--- src/hdl/upbt_pkg.sv ---
`default_nettype none
package upbt_pkg;

  localparam int unsigned POOL_ENTRIES_DEF = 64;
  localparam int unsigned PORT_COUNT_DEF   = 65536;
  localparam int unsigned MAX_OUT          = 64;

  typedef enum logic [1:0] {
    OP_BIND   = 2'd0,
    OP_UNBIND = 2'd1,
    OP_LOOKUP = 2'd2,
    OP_FREE   = 2'd3
  } op_t;

  typedef enum logic [2:0] {
    ST_OK        = 3'd0,
    ST_CONFLICT  = 3'd1,
    ST_NO_FREE   = 3'd2,
    ST_POOL_FULL = 3'd3,
    ST_EMPTY     = 3'd4
  } status_t;

  typedef enum logic [2:0] {
    CUR_HOLD = 3'd0,
    CUR_HEAD = 3'd1,
    CUR_NEXT = 3'd2,
    CUR_ZERO = 3'd3,
    CUR_INC  = 3'd4
  } cur_sel_t;

  typedef struct packed {
    logic     latch;
    cur_sel_t cur_sel;
    logic     prev_ld;
    logic     empty_ld;
    logic     cnt_inc;
    logic     wr_new;
    logic     link_prev;
    logic     unlink;
    logic     cand_inc;
    logic     clear;
    logic     emit;
    status_t  emit_status;
    logic     emit_port;
    logic     emit_rec;
    logic     emit_last;
  } cmd_t;

  typedef struct packed {
    op_t  op;
    logic in_range;
    logic hit_empty;
    logic pass;
    logic sock_match;
    logic nx_nil;
    logic cur_valid;
    logic cur_last;
    logic cand_match;
    logic cand_last;
    logic cnt_last;
    logic head_ins;
  } sts_t;

endpackage
`default_nettype wire

--- src/hdl/upbt_ctrl.sv ---
`default_nettype none
module upbt_ctrl (
  input  logic           clk,
  input  logic           rst,
  input  logic           start,
  output logic           busy,
  input  upbt_pkg::sts_t sts,
  output upbt_pkg::cmd_t cmd
);
  import upbt_pkg::*;

  typedef enum logic [3:0] {
    S_IDLE, S_DISPATCH, S_HEAD_LD, S_ENTRY_RD, S_ENTRY, S_SLOT, S_LINK,
    S_FREE_RD, S_FREE_CHK, S_CLEAR
  } state_t;

  state_t state;
  state_t state_next;
  logic   first;
  logic   first_next;

  assign busy = (state != S_IDLE);

  always_comb begin
    cmd        = '0;
    state_next = state;
    first_next = first;
    case (state)
      S_CLEAR: begin
        // null one port head per cycle
        cmd.clear    = 1'b1;
        cmd.cand_inc = 1'b1;
        if (sts.cand_last) begin
          state_next = S_IDLE;
        end
      end
      S_IDLE: begin
        if (start) begin
          cmd.latch   = 1'b1;
          cmd.cur_sel = CUR_ZERO;
          state_next  = S_DISPATCH;
        end
      end
      S_DISPATCH: begin
        if (sts.op == OP_FREE) begin
          state_next = S_FREE_RD;
        end else if (!sts.in_range) begin
          cmd.emit        = 1'b1;
          cmd.emit_last   = 1'b1;
          cmd.emit_status = (sts.op == OP_BIND) ? ST_CONFLICT : ST_EMPTY;
          state_next      = S_IDLE;
        end else begin
          state_next = S_HEAD_LD;
        end
      end
      S_HEAD_LD: begin
        cmd.cur_sel = CUR_HEAD;
        first_next  = 1'b1;
        state_next  = S_ENTRY_RD;
      end
      S_ENTRY_RD: state_next = S_ENTRY;
      S_ENTRY: begin
        first_next = 1'b0;
        case (sts.op)
          OP_BIND: begin
            if (first && sts.hit_empty) begin
              cmd.empty_ld = 1'b1;
              cmd.cur_sel  = CUR_ZERO;
              state_next   = S_SLOT;
            end else if (!sts.pass) begin
              cmd.emit        = 1'b1;
              cmd.emit_last   = 1'b1;
              cmd.emit_status = ST_CONFLICT;
              state_next      = S_IDLE;
            end else begin
              cmd.prev_ld = 1'b1;
              if (sts.nx_nil) begin
                cmd.cur_sel = CUR_ZERO;
                state_next  = S_SLOT;
              end else begin
                cmd.cur_sel = CUR_NEXT;
                state_next  = S_ENTRY_RD;
              end
            end
          end
          OP_UNBIND: begin
            if (first && sts.hit_empty) begin
              cmd.emit        = 1'b1;
              cmd.emit_last   = 1'b1;
              cmd.emit_status = ST_EMPTY;
              state_next      = S_IDLE;
            end else if (sts.sock_match || sts.nx_nil) begin
              cmd.unlink    = sts.sock_match;
              cmd.emit      = 1'b1;
              cmd.emit_last = 1'b1;
              state_next    = S_IDLE;
            end else begin
              cmd.prev_ld = 1'b1;
              cmd.cur_sel = CUR_NEXT;
              state_next  = S_ENTRY_RD;
            end
          end
          default: begin
            if (first && sts.hit_empty) begin
              cmd.emit        = 1'b1;
              cmd.emit_last   = 1'b1;
              cmd.emit_status = ST_EMPTY;
              state_next      = S_IDLE;
            end else begin
              cmd.emit      = 1'b1;
              cmd.emit_rec  = 1'b1;
              cmd.cnt_inc   = 1'b1;
              cmd.emit_last = sts.nx_nil || sts.cnt_last;
              if (sts.nx_nil || sts.cnt_last) begin
                state_next = S_IDLE;
              end else begin
                cmd.cur_sel = CUR_NEXT;
                state_next  = S_ENTRY_RD;
              end
            end
          end
        endcase
      end
      S_SLOT: begin
        if (!sts.cur_valid) begin
          cmd.wr_new = 1'b1;
          if (sts.head_ins) begin
            cmd.emit      = 1'b1;
            cmd.emit_last = 1'b1;
            state_next    = S_IDLE;
          end else begin
            state_next = S_LINK;
          end
        end else if (sts.cur_last) begin
          cmd.emit        = 1'b1;
          cmd.emit_last   = 1'b1;
          cmd.emit_status = ST_POOL_FULL;
          state_next      = S_IDLE;
        end else begin
          cmd.cur_sel = CUR_INC;
        end
      end
      S_LINK: begin
        cmd.link_prev = 1'b1;
        cmd.emit      = 1'b1;
        cmd.emit_last = 1'b1;
        state_next    = S_IDLE;
      end
      S_FREE_RD: state_next = S_FREE_CHK;
      S_FREE_CHK: begin
        if (sts.cur_valid && sts.cand_match) begin
          if (sts.cand_last) begin
            cmd.emit        = 1'b1;
            cmd.emit_last   = 1'b1;
            cmd.emit_status = ST_NO_FREE;
            state_next      = S_IDLE;
          end else begin
            cmd.cand_inc = 1'b1;
            cmd.cur_sel  = CUR_ZERO;
            state_next   = S_FREE_RD;
          end
        end else if (sts.cur_last) begin
          cmd.emit      = 1'b1;
          cmd.emit_last = 1'b1;
          cmd.emit_port = 1'b1;
          state_next    = S_IDLE;
        end else begin
          cmd.cur_sel = CUR_INC;
          state_next  = S_FREE_RD;
        end
      end
      default: state_next = S_IDLE;
    endcase
  end

  always_ff @(posedge clk) begin
    if (rst) begin
      state <= S_CLEAR;
      first <= 1'b0;
    end else begin
      state <= state_next;
      first <= first_next;
    end
  end

endmodule
`default_nettype wire

--- config.mk ---
export PLATFORM = sky130hd
export DESIGN_NAME = upbt_ctrl
export DESIGN_NICKNAME = d
export VERILOG_FILES = /design/src/hdl/upbt_pkg.sv /design/src/hdl/upbt_ctrl.sv
export SDC_FILE = /design/constraint.sdc
export NUM_CORES = 1
export LEC_CHECK = 0
export ABC_AREA = 1
export BUFFER_PORTS_ARGS = -buffer_cell sky130_fd_sc_hd__buf_2
export CORE_MARGIN = 2
export CORE_UTILIZATION = 44
export CTS_CLUSTER_DIAMETER = 100
export DETAILED_ROUTE_END_ITERATION = 6
export MAX_ROUTING_LAYER = met4
export PLACE_DENSITY_LB_ADDON = 0.2
export SLEW_MARGIN = 15
export SYNTH_ARGS = -nofsm -noshare
export SYNTH_HDL_FRONTEND = slang
export SYNTH_SLANG_ARGS = --single-unit
--- constraint.sdc ---
create_clock -name clk -period 1.2 [get_ports clk]
set_input_delay 0.12 -clock clk [delete_from_list [all_inputs] [get_ports clk]]
set_output_delay 0.12 -clock clk [all_outputs]
set_load 0.1 [all_outputs]
==> impl_metrics.csv, run 1 <==
group,metric,value,unit
outcome,status,"stopped before the end",
outcome,stop_stage,"detailed placement",
outcome,stop_error,"[ERROR DPL-0038] Utilization greater than 100%, impossible to legalize",
die,fp.dieH,43.12,um
synthesis,ys_ff_latch,5,
placement,port_buffers,35,
synthesis,synth_fa_ha_area_share,0,%
synthesis,syn_avg_cell_area,5.139,sq um
synthesis,syn_nets,147,
synthesis,netlist_area,673.1,sq um
synthesis,synth_top_family_by_area,"simple AND/OR/NAND/NOR gates",
synthesis,synthSimpleGateAreaFrac,65.06,%
synthesis,synthCells,131,
placement,routabilityCongestion,0.9631,
synthesis,ys_seq_area_share,14.87,%
synthesis,ys_types,18,
synthesis,muxShareOfSynthArea,0,%
die,die_w,43.12,um
die,start_util,45.75,%
die,rows,14,
synthesis,synth_xor_area_share,0,%
synthesis,synth_compound_area_share,8.364,%
die,io_pins,36,
synthesis,ys_warn_count,0,
[stage by stage]
stage / setup TNS (ns) / instances
after global placement: -1.616 / 215
after floorplan: -10.49 / 131
[cell families after synthesis]
| family | Yosys count |
|---|---|
| buffers and inverters | 20 |
| AO/OA/AOI/OAI | 10 |
| flip-flops | 5 |
| AND/OR/NAND/NOR | 96 |
[synthesized netlist by cell type (all sizes together)]
| cell | n | share of area (%) |
|---|---|---|
| a21oi | 7 | 5.2 |
| buf | 1 | 1.1 |
| dfxtp | 5 | 15 |
| inv | 19 | 11 |
| nand2 | 37 | 21 |
| nand3 | 21 | 16 |
| nand3b | 2 | 2.2 |
| nand4 | 3 | 2.8 |
| nor2 | 27 | 18 |
| nor3 | 5 | 3.7 |
| o211ai | 1 | 1.1 |
| o21ai | 1 | 0.74 |
| o311ai | 1 | 1.3 |
| or2 | 1 | 0.93 |
==> run 2: changes to the inputs <==
Settings changed: CORE_AREA set to 2 2 63 65, CORE_MARGIN 2 to unset, CORE_UTILIZATION 44 to unset, CTS_CLUSTER_DIAMETER 100 to unset, DIE_AREA set to 0 0 65 67, MAX_ROUTING_LAYER met4 to unset, PLACE_DENSITY_LB_ADDON 0.2 to 0.15.
==> run 2 against run 1 <==
  * The flow now finishes, with violations (setup timing)
  * Area after synthesis did not move
  * Synthesized cell count did not move
==> impl_metrics.csv, run 2 <==
group,metric,value,unit
sta,fin_ws,-0.3979,ns
setup_path,arrival,1.48,ns
power,total_leakage_power,0.9118,nW
setup_path,path_cells,"nor2_4 -> buf_6 -> nand2_8 -> o211ai_1 -> buf_12",
synthesis,synth_commonest_cells,"35 x nand2_1, 21 x nand3_1, 20 x nor2_1, 18 x inv_1, 7 x a21oi_1",
die,core,3606,sq um
setup_path,required,1.08,ns
synthesis,netlist_area,673.1,sq um
setup_path,startpoint_type,"flip-flop",
setup_path,cp_max_fo,5,
drt,drt-initial-drc-count,49,
min_path,min_from,"rst",
synthesis,ys_ff_latch,5,
setup_path,ff2ff_setup_slack,-0.34,ns
synthesis,syn_nets,147,
power,ir_drop,0.0005867,V
clock_tree,ctsHtreeMaxLevel,1,
sta,worst_pin_slew,0.3130,ns
drt,drc_errors,0,
clock_tree,cts_hold_buffers,0,
global_routing,grt_antenna_before_repair,0,
drt,wl_per_cell,12.06,um
drt,vias,1139,
setup_path,r2r-end,"state[2]",
placement,port_buffers,35,
synthesis,yosysMostFrequentCell,"nand2_1",
clock_tree,cts.sinks,5,
synthesis,syn_avg_cell_area,5.139,sq um
synthesis,synth_edf_count,0,
die,die_w,65,um
synthesis,yosys.area.top_type,"nand2_1",
drt,viasPerCell,4.415,
min_path,hold_end,"state[1]",
clock_tree,cts_tree,"yes",
clock_tree,clockBufferDepth,2,
placement,pre_cts_ws,-0.1963,ns
global_routing,track_usage,14.46,%
finish,reg_top3,"state (4), first (1)",
synthesis,ys_types,18,
drt,ant_nets,0,
setup_path,reg2regPathDepth,11,
sta,fin_worst_skew,0.006303,ns
synthesis,synth_top_cell_area_share,19.52,%
sta,fmax,625.8,MHz
global_routing,overflow,0,
die,die_area,4355,sq um
setup_path,worst-setup-path-type,"flip-flop to output port",
placement,post-dp-hpwl,2387,um
clock_tree,cts_made_buffers,3,
finish,multi_input_area,802.0,sq um
setup_path,timing.rr.start,"state[3]",
clock_tree,path_clk_slew,0.04,ns
finish,n_antenna_cell,0,
clock_tree,insertion_delay,0.23,ns
outcome,status,"finished with violations",
sta,rsz0062_at_grt,"true",
sta,fin_crit,1.598,ns
sta,finalSetupViolations,23,
setup_path,cpMaxStageDelayCell,"dfxtp_2",
power,power_density,1050,nW/um^2
min_path,min_path_cells,2,
sta,slew_headroom,78.87,%
job,cap_violations,0,
finish,largest_reg_flops,4,
placement,dp_cells,245,
sta,drv_slew,0,
synthesis,ys_warn_count,0,
finish,layout.area.seq,112.6,sq um
global_routing,grt_max_degree,11,
synthesis,ys_seq_area_share,14.87,%
synthesis,synthFlopType,"dfxtp_1",
placement,routabilityCongestion,0.8254,
finish,fin_nets,227,
synthesis,synthTopCellsByArea,"nand2_1 20%, nand3_1 16%, dfxtp_1 15%",
power,power,0.002028,W
global_routing,grt_pass1_wl,4850,um
finish,fill_cells,336,
clock_tree,ctsRootBufferMaster,"clkbuf_8",
die,fp.dieH,67,um
min_path,min_path_type,"input pin to flip-flop",
global_routing,grt_pass1_vias,1071,
finish,registers.top_by_ff_count,"state",
die,io_pins,36,
finish,finalNonFillerCells,258,
sta,final-hold-violation-count,0,
sta,finalCritPeriodShare,133.2,%
finish,layout_common_cells,"27 x nand2_1, 27 x buf_4, 20 x buf_12",
setup_path,slowest_delay,0.35,ns
finish,syn2layout_area_growth,187.0,%
outcome,violations,"setup timing",
die,rows,22,
drt,totalWireLength,3111,um
synthesis,synthCells,131,
drt,firstDrtPassIters,4,
die,start_util,18.67,%
finish,final_util,53.57,%
setup_path,critPathCaptureType,"output port",
finish,drive_gt1_share,61.43,%
synthesis,synthArstFlopShare,0,%
[run 2: cell counts after synthesis]
Identical to the previous run, type by type.
[run 2: layer usage]
metal | part of all wire [%] | vias up | global-route usage (%) | routed length, um
met4 | 0.87 | 0 | 3.989 | 27
li1 | - | 585 | - | -
met5 | 0 | - | 0 | 0
met2 | 53 | 39 | 26.29 | 1655
met3 | 5.3 | 2 | 2.196 | 164
met1 | 41 | 513 | 17.54 | 1263
[run 2: kinds of logic (layout without fill, tap and decap cells)]
| family | count (synthesis) | count (layout) | share of synthesized area [%] |
|---|---|---|---|
| simple gates | 96 | 96 | 65.06 |
| buf+inv | 20 | 99 | 11.71 |
| compound gates | 10 | 10 | 8.364 |
| flops | 5 | 5 | 14.87 |
[run 2: what timing repair did]
action	in CTS	in global routing
resized for setup	32	18
pin swaps	17	14
buffers inserted	5	7
setup endpoints to repair	23	23
[run 2: how the worst max path moves through the flow]
stage	from	end	depth (start not counted)
after detailed placement	state[1]	cmd[5]	6
after global placement	state[2]	cmd[13]	5
after CTS	state[3]	cmd[15]	7
final	state[1]	cmd[3]	5
after global routing	state[1]	cmd[3]	5
after floorplan	state[0]	cmd[3]	3
[run 2: cell type report]
cell class	instances	share of cell area, %
Sequential cell	5	5.829
Tap cell	48	3.109
Inverter	19	3.951
Timing Repair Buffer	76	43.26
Multi-Input combinational cell	106	41.52
Clock buffer	4	2.332
[run 2: worst max-delay path: cells and delay by family (launching register included)]
kind / cells / cell delay, ns
flops: 1 / 0.35
buf+inv: 2 / 0.37
compound gates: 1 / 0.27
simple gates: 2 / 0.26
[run 2: stage by stage]
step	TNS, ns	hold WS, ns	cell area [sq um]
6_report	-7.127	0.1070	1932
5_1_grt	-8.343	0.1068	1932
4_1_cts	-6.486	0.1080	1828
3_5_place_dp	-2.679	0.3529	1620
3_3_place_gp	-2.236	0.3471	1620
2_1_floorplan	-10.49	0.1891	852.1
[run 2: report_power, final]
part | internal (W) | switching [W]
Clock | 0.000229 | 0.0000895
Combinational | 0.000596 | 0.000871
Sequential | 0.000194 | 0.0000485
Power figures use the tool's default switching activity.
==> run 3: changes to the inputs <==
Settings changed: PLACE_DENSITY set to 0.39, PLACE_DENSITY_LB_ADDON 0.15 to unset, SKIP_CTS_REPAIR_TIMING set to 1.
==> run 3 against run 2 <==
  * The run still ends with setup timing left
  * Hold slack better by 0.0052 ns
  * Via count fell by 1.1%
  * Die area stayed put
  * Core utilization grew 0.10 points
  * Global-route usage is 1.6 points lower
  * Non-clock buffer count grew 4
  * Critical path type unchanged
  * Largest power group unchanged
==> impl_metrics.csv, run 3 (same netlist as run 2, synthesis figures left out) <==
group,metric,value,unit
die,die_area,4355,sq um
placement,pre_cts_ws,-0.2257,ns
sta,rsz0062_at_grt,"true",
drt,drt-initial-drc-count,37,
job,cap_violations,0,
sta,fmax,616.1,MHz
clock_tree,path_clk_slew,0.04,ns
outcome,status,"finished with violations",
finish,n_antenna_cell,0,
drt,firstDrtPassIters,4,
die,core,3606,sq um
global_routing,grt_max_degree,9,
sta,holdWs,0.1123,ns
min_path,min_from,"rst",
setup_path,arrival,1.50,ns
placement,port_buffers,35,
drt,vias,1127,
setup_path,worst-setup-path-type,"flip-flop to output port",
clock_tree,insertion_delay,0.22,ns
finish,reg_top3,"state (4), first (1)",
global_routing,overflow,0,
clock_tree,cts_tree,"yes",
sta,final-hold-violation-count,0,
finish,registers.top_by_ff_count,"state",
placement,post-dp-hpwl,2348,um
global_routing,grt_pass1_wl,4312,um
sta,fin_crit,1.623,ns
sta,worst_pin_slew,0.2722,ns
die,start_util,18.67,%
finish,mostFrequentLayoutCell,"buf_4",
setup_path,startpoint_type,"flip-flop",
finish,syn2layout_area_growth,187.5,%
drt,drc_errors,0,
drt,ant_nets,0,
drt,totalWireLength,2945,um
clock_tree,ctsRootBufferMaster,"clkbuf_8",
finish,multi_input_area,769.5,sq um
sta,drv_slew,0,
setup_path,crit_path_start,"state[3]",
setup_path,timing.rr.start,"state[3]",
setup_path,reg2regPathDepth,11,
setup_path,required,1.08,ns
finish,drive_gt1_share,60.28,%
power,total_leakage_power,0.9212,nW
die,io_pins,36,
setup_path,cp_max_fo,7,
sta,final.setup.tns,-6.761,ns
finish,fin_nets,231,
outcome,violations,"setup timing",
min_path,min_path_cells,2,
clock_tree,clockBufferDepth,2,
drt,wl_per_cell,11.24,um
global_routing,grt_antenna_before_repair,0,
die,fp.dieH,67,um
finish,largest_reg_flops,4,
sta,finalSetupViolations,23,
die,rows,22,
power,ir_drop,0.0005838,V
power,power_density,1027,nW/um^2
placement,place_area,1648,sq um
finish,fill_cells,342,
finish,layout.area.seq,115.1,sq um
sta,fin_ws,-0.4230,ns
sta,slew_headroom,81.78,%
finish,final_cell_area,1936,sq um
min_path,min_path_type,"input pin to flip-flop",
setup_path,ff2ff_setup_slack,-0.20,ns
clock_tree,cts.sinks,5,
clock_tree,cts_made_buffers,3,
clock_tree,ctsHtreeMaxLevel,1,
global_routing,grt_pass1_vias,1000,
min_path,hold_end,"state[1]",
setup_path,r2r-end,"state[0]",
sta,fin_worst_skew,0.002532,ns
finish,layout_common_cells,"36 x buf_4, 27 x nand2_1, 21 x buf_12",
setup_path,critPathCaptureType,"output port",
placement,routabilityCongestion,0.8153,
drt,viasPerCell,4.302,
global_routing,track_usage,12.89,%
die,die_w,65,um
sta,finalCritPeriodShare,135.3,%
==> run 3: cell count changes in the layout (fill, tap and decap cells not counted), moves of 2 or more <==
cell     before  now
buf_6        14    7
nand2_4       7    5
nand3_1      15   17
nor2_4       16   14
buf_4        27   36
nand3_2       5    3
nand2_2       1    3
==> run 3: worst max-delay path by stage <==
stage / end / slack (ns)
finish: cmd[3] / -0.42
global route: cmd[15] / -0.51
CTS: cmd[5] / -0.47
detailed placement: cmd[5] / -0.23
global placement: cmd[13] / -0.20
floorplan: cmd[3] / -1.07
==> run 3: cell type report <==
type / instances / share of cell area (%)
clock buffers: 4 / 2.327
inverters: 19 / 3.943
multi-input cells: 106 / 39.75
flip-flops and latches: 5 / 5.947
well taps: 48 / 3.103
repair buffers: 80 / 44.93
==> run 3: layer usage <==
metal | vias to the layer above | wire length (um) | track usage [%] | part of all wire [%]
met5 | - | 0 | 0 | 0
met4 | 0 | 61 | 4.787 | 2.1
met3 | 7 | 183 | 2.027 | 6.2
met2 | 39 | 1469 | 22.68 | 50
met1 | 492 | 1231 | 15.71 | 42
li1 | 589 | - | - | -
==> run 3: through the flow <==
stage,utilization [%],cells,power (W)
floorplan,-,131,0.0009854
global placement,45.70,247,0.001531
detailed placement,45.70,247,0.001533
CTS,46.95,251,0.001862
finish,53.68,262,0.001988
global route,53.68,262,0.002095
==> run 3: power by group <==
group          leakage (nW)  internal, W  switching, W  total (W)
combinational         0.855     0.000592      0.000847    0.00144
sequential           0.0432     0.000194     0.0000420   0.000236
clock                0.0228     0.000228     0.0000845   0.000313
total                 0.921      0.00101      0.000974    0.00199
==> run 3: worst max-delay path, cell delays in order (launching register included) <==
cell       delay, ns
dfxtp_4         0.35
buf_12          0.13
nor2_4          0.16
nand2_8         0.10
o211ai_1        0.27
clkbuf_16       0.26
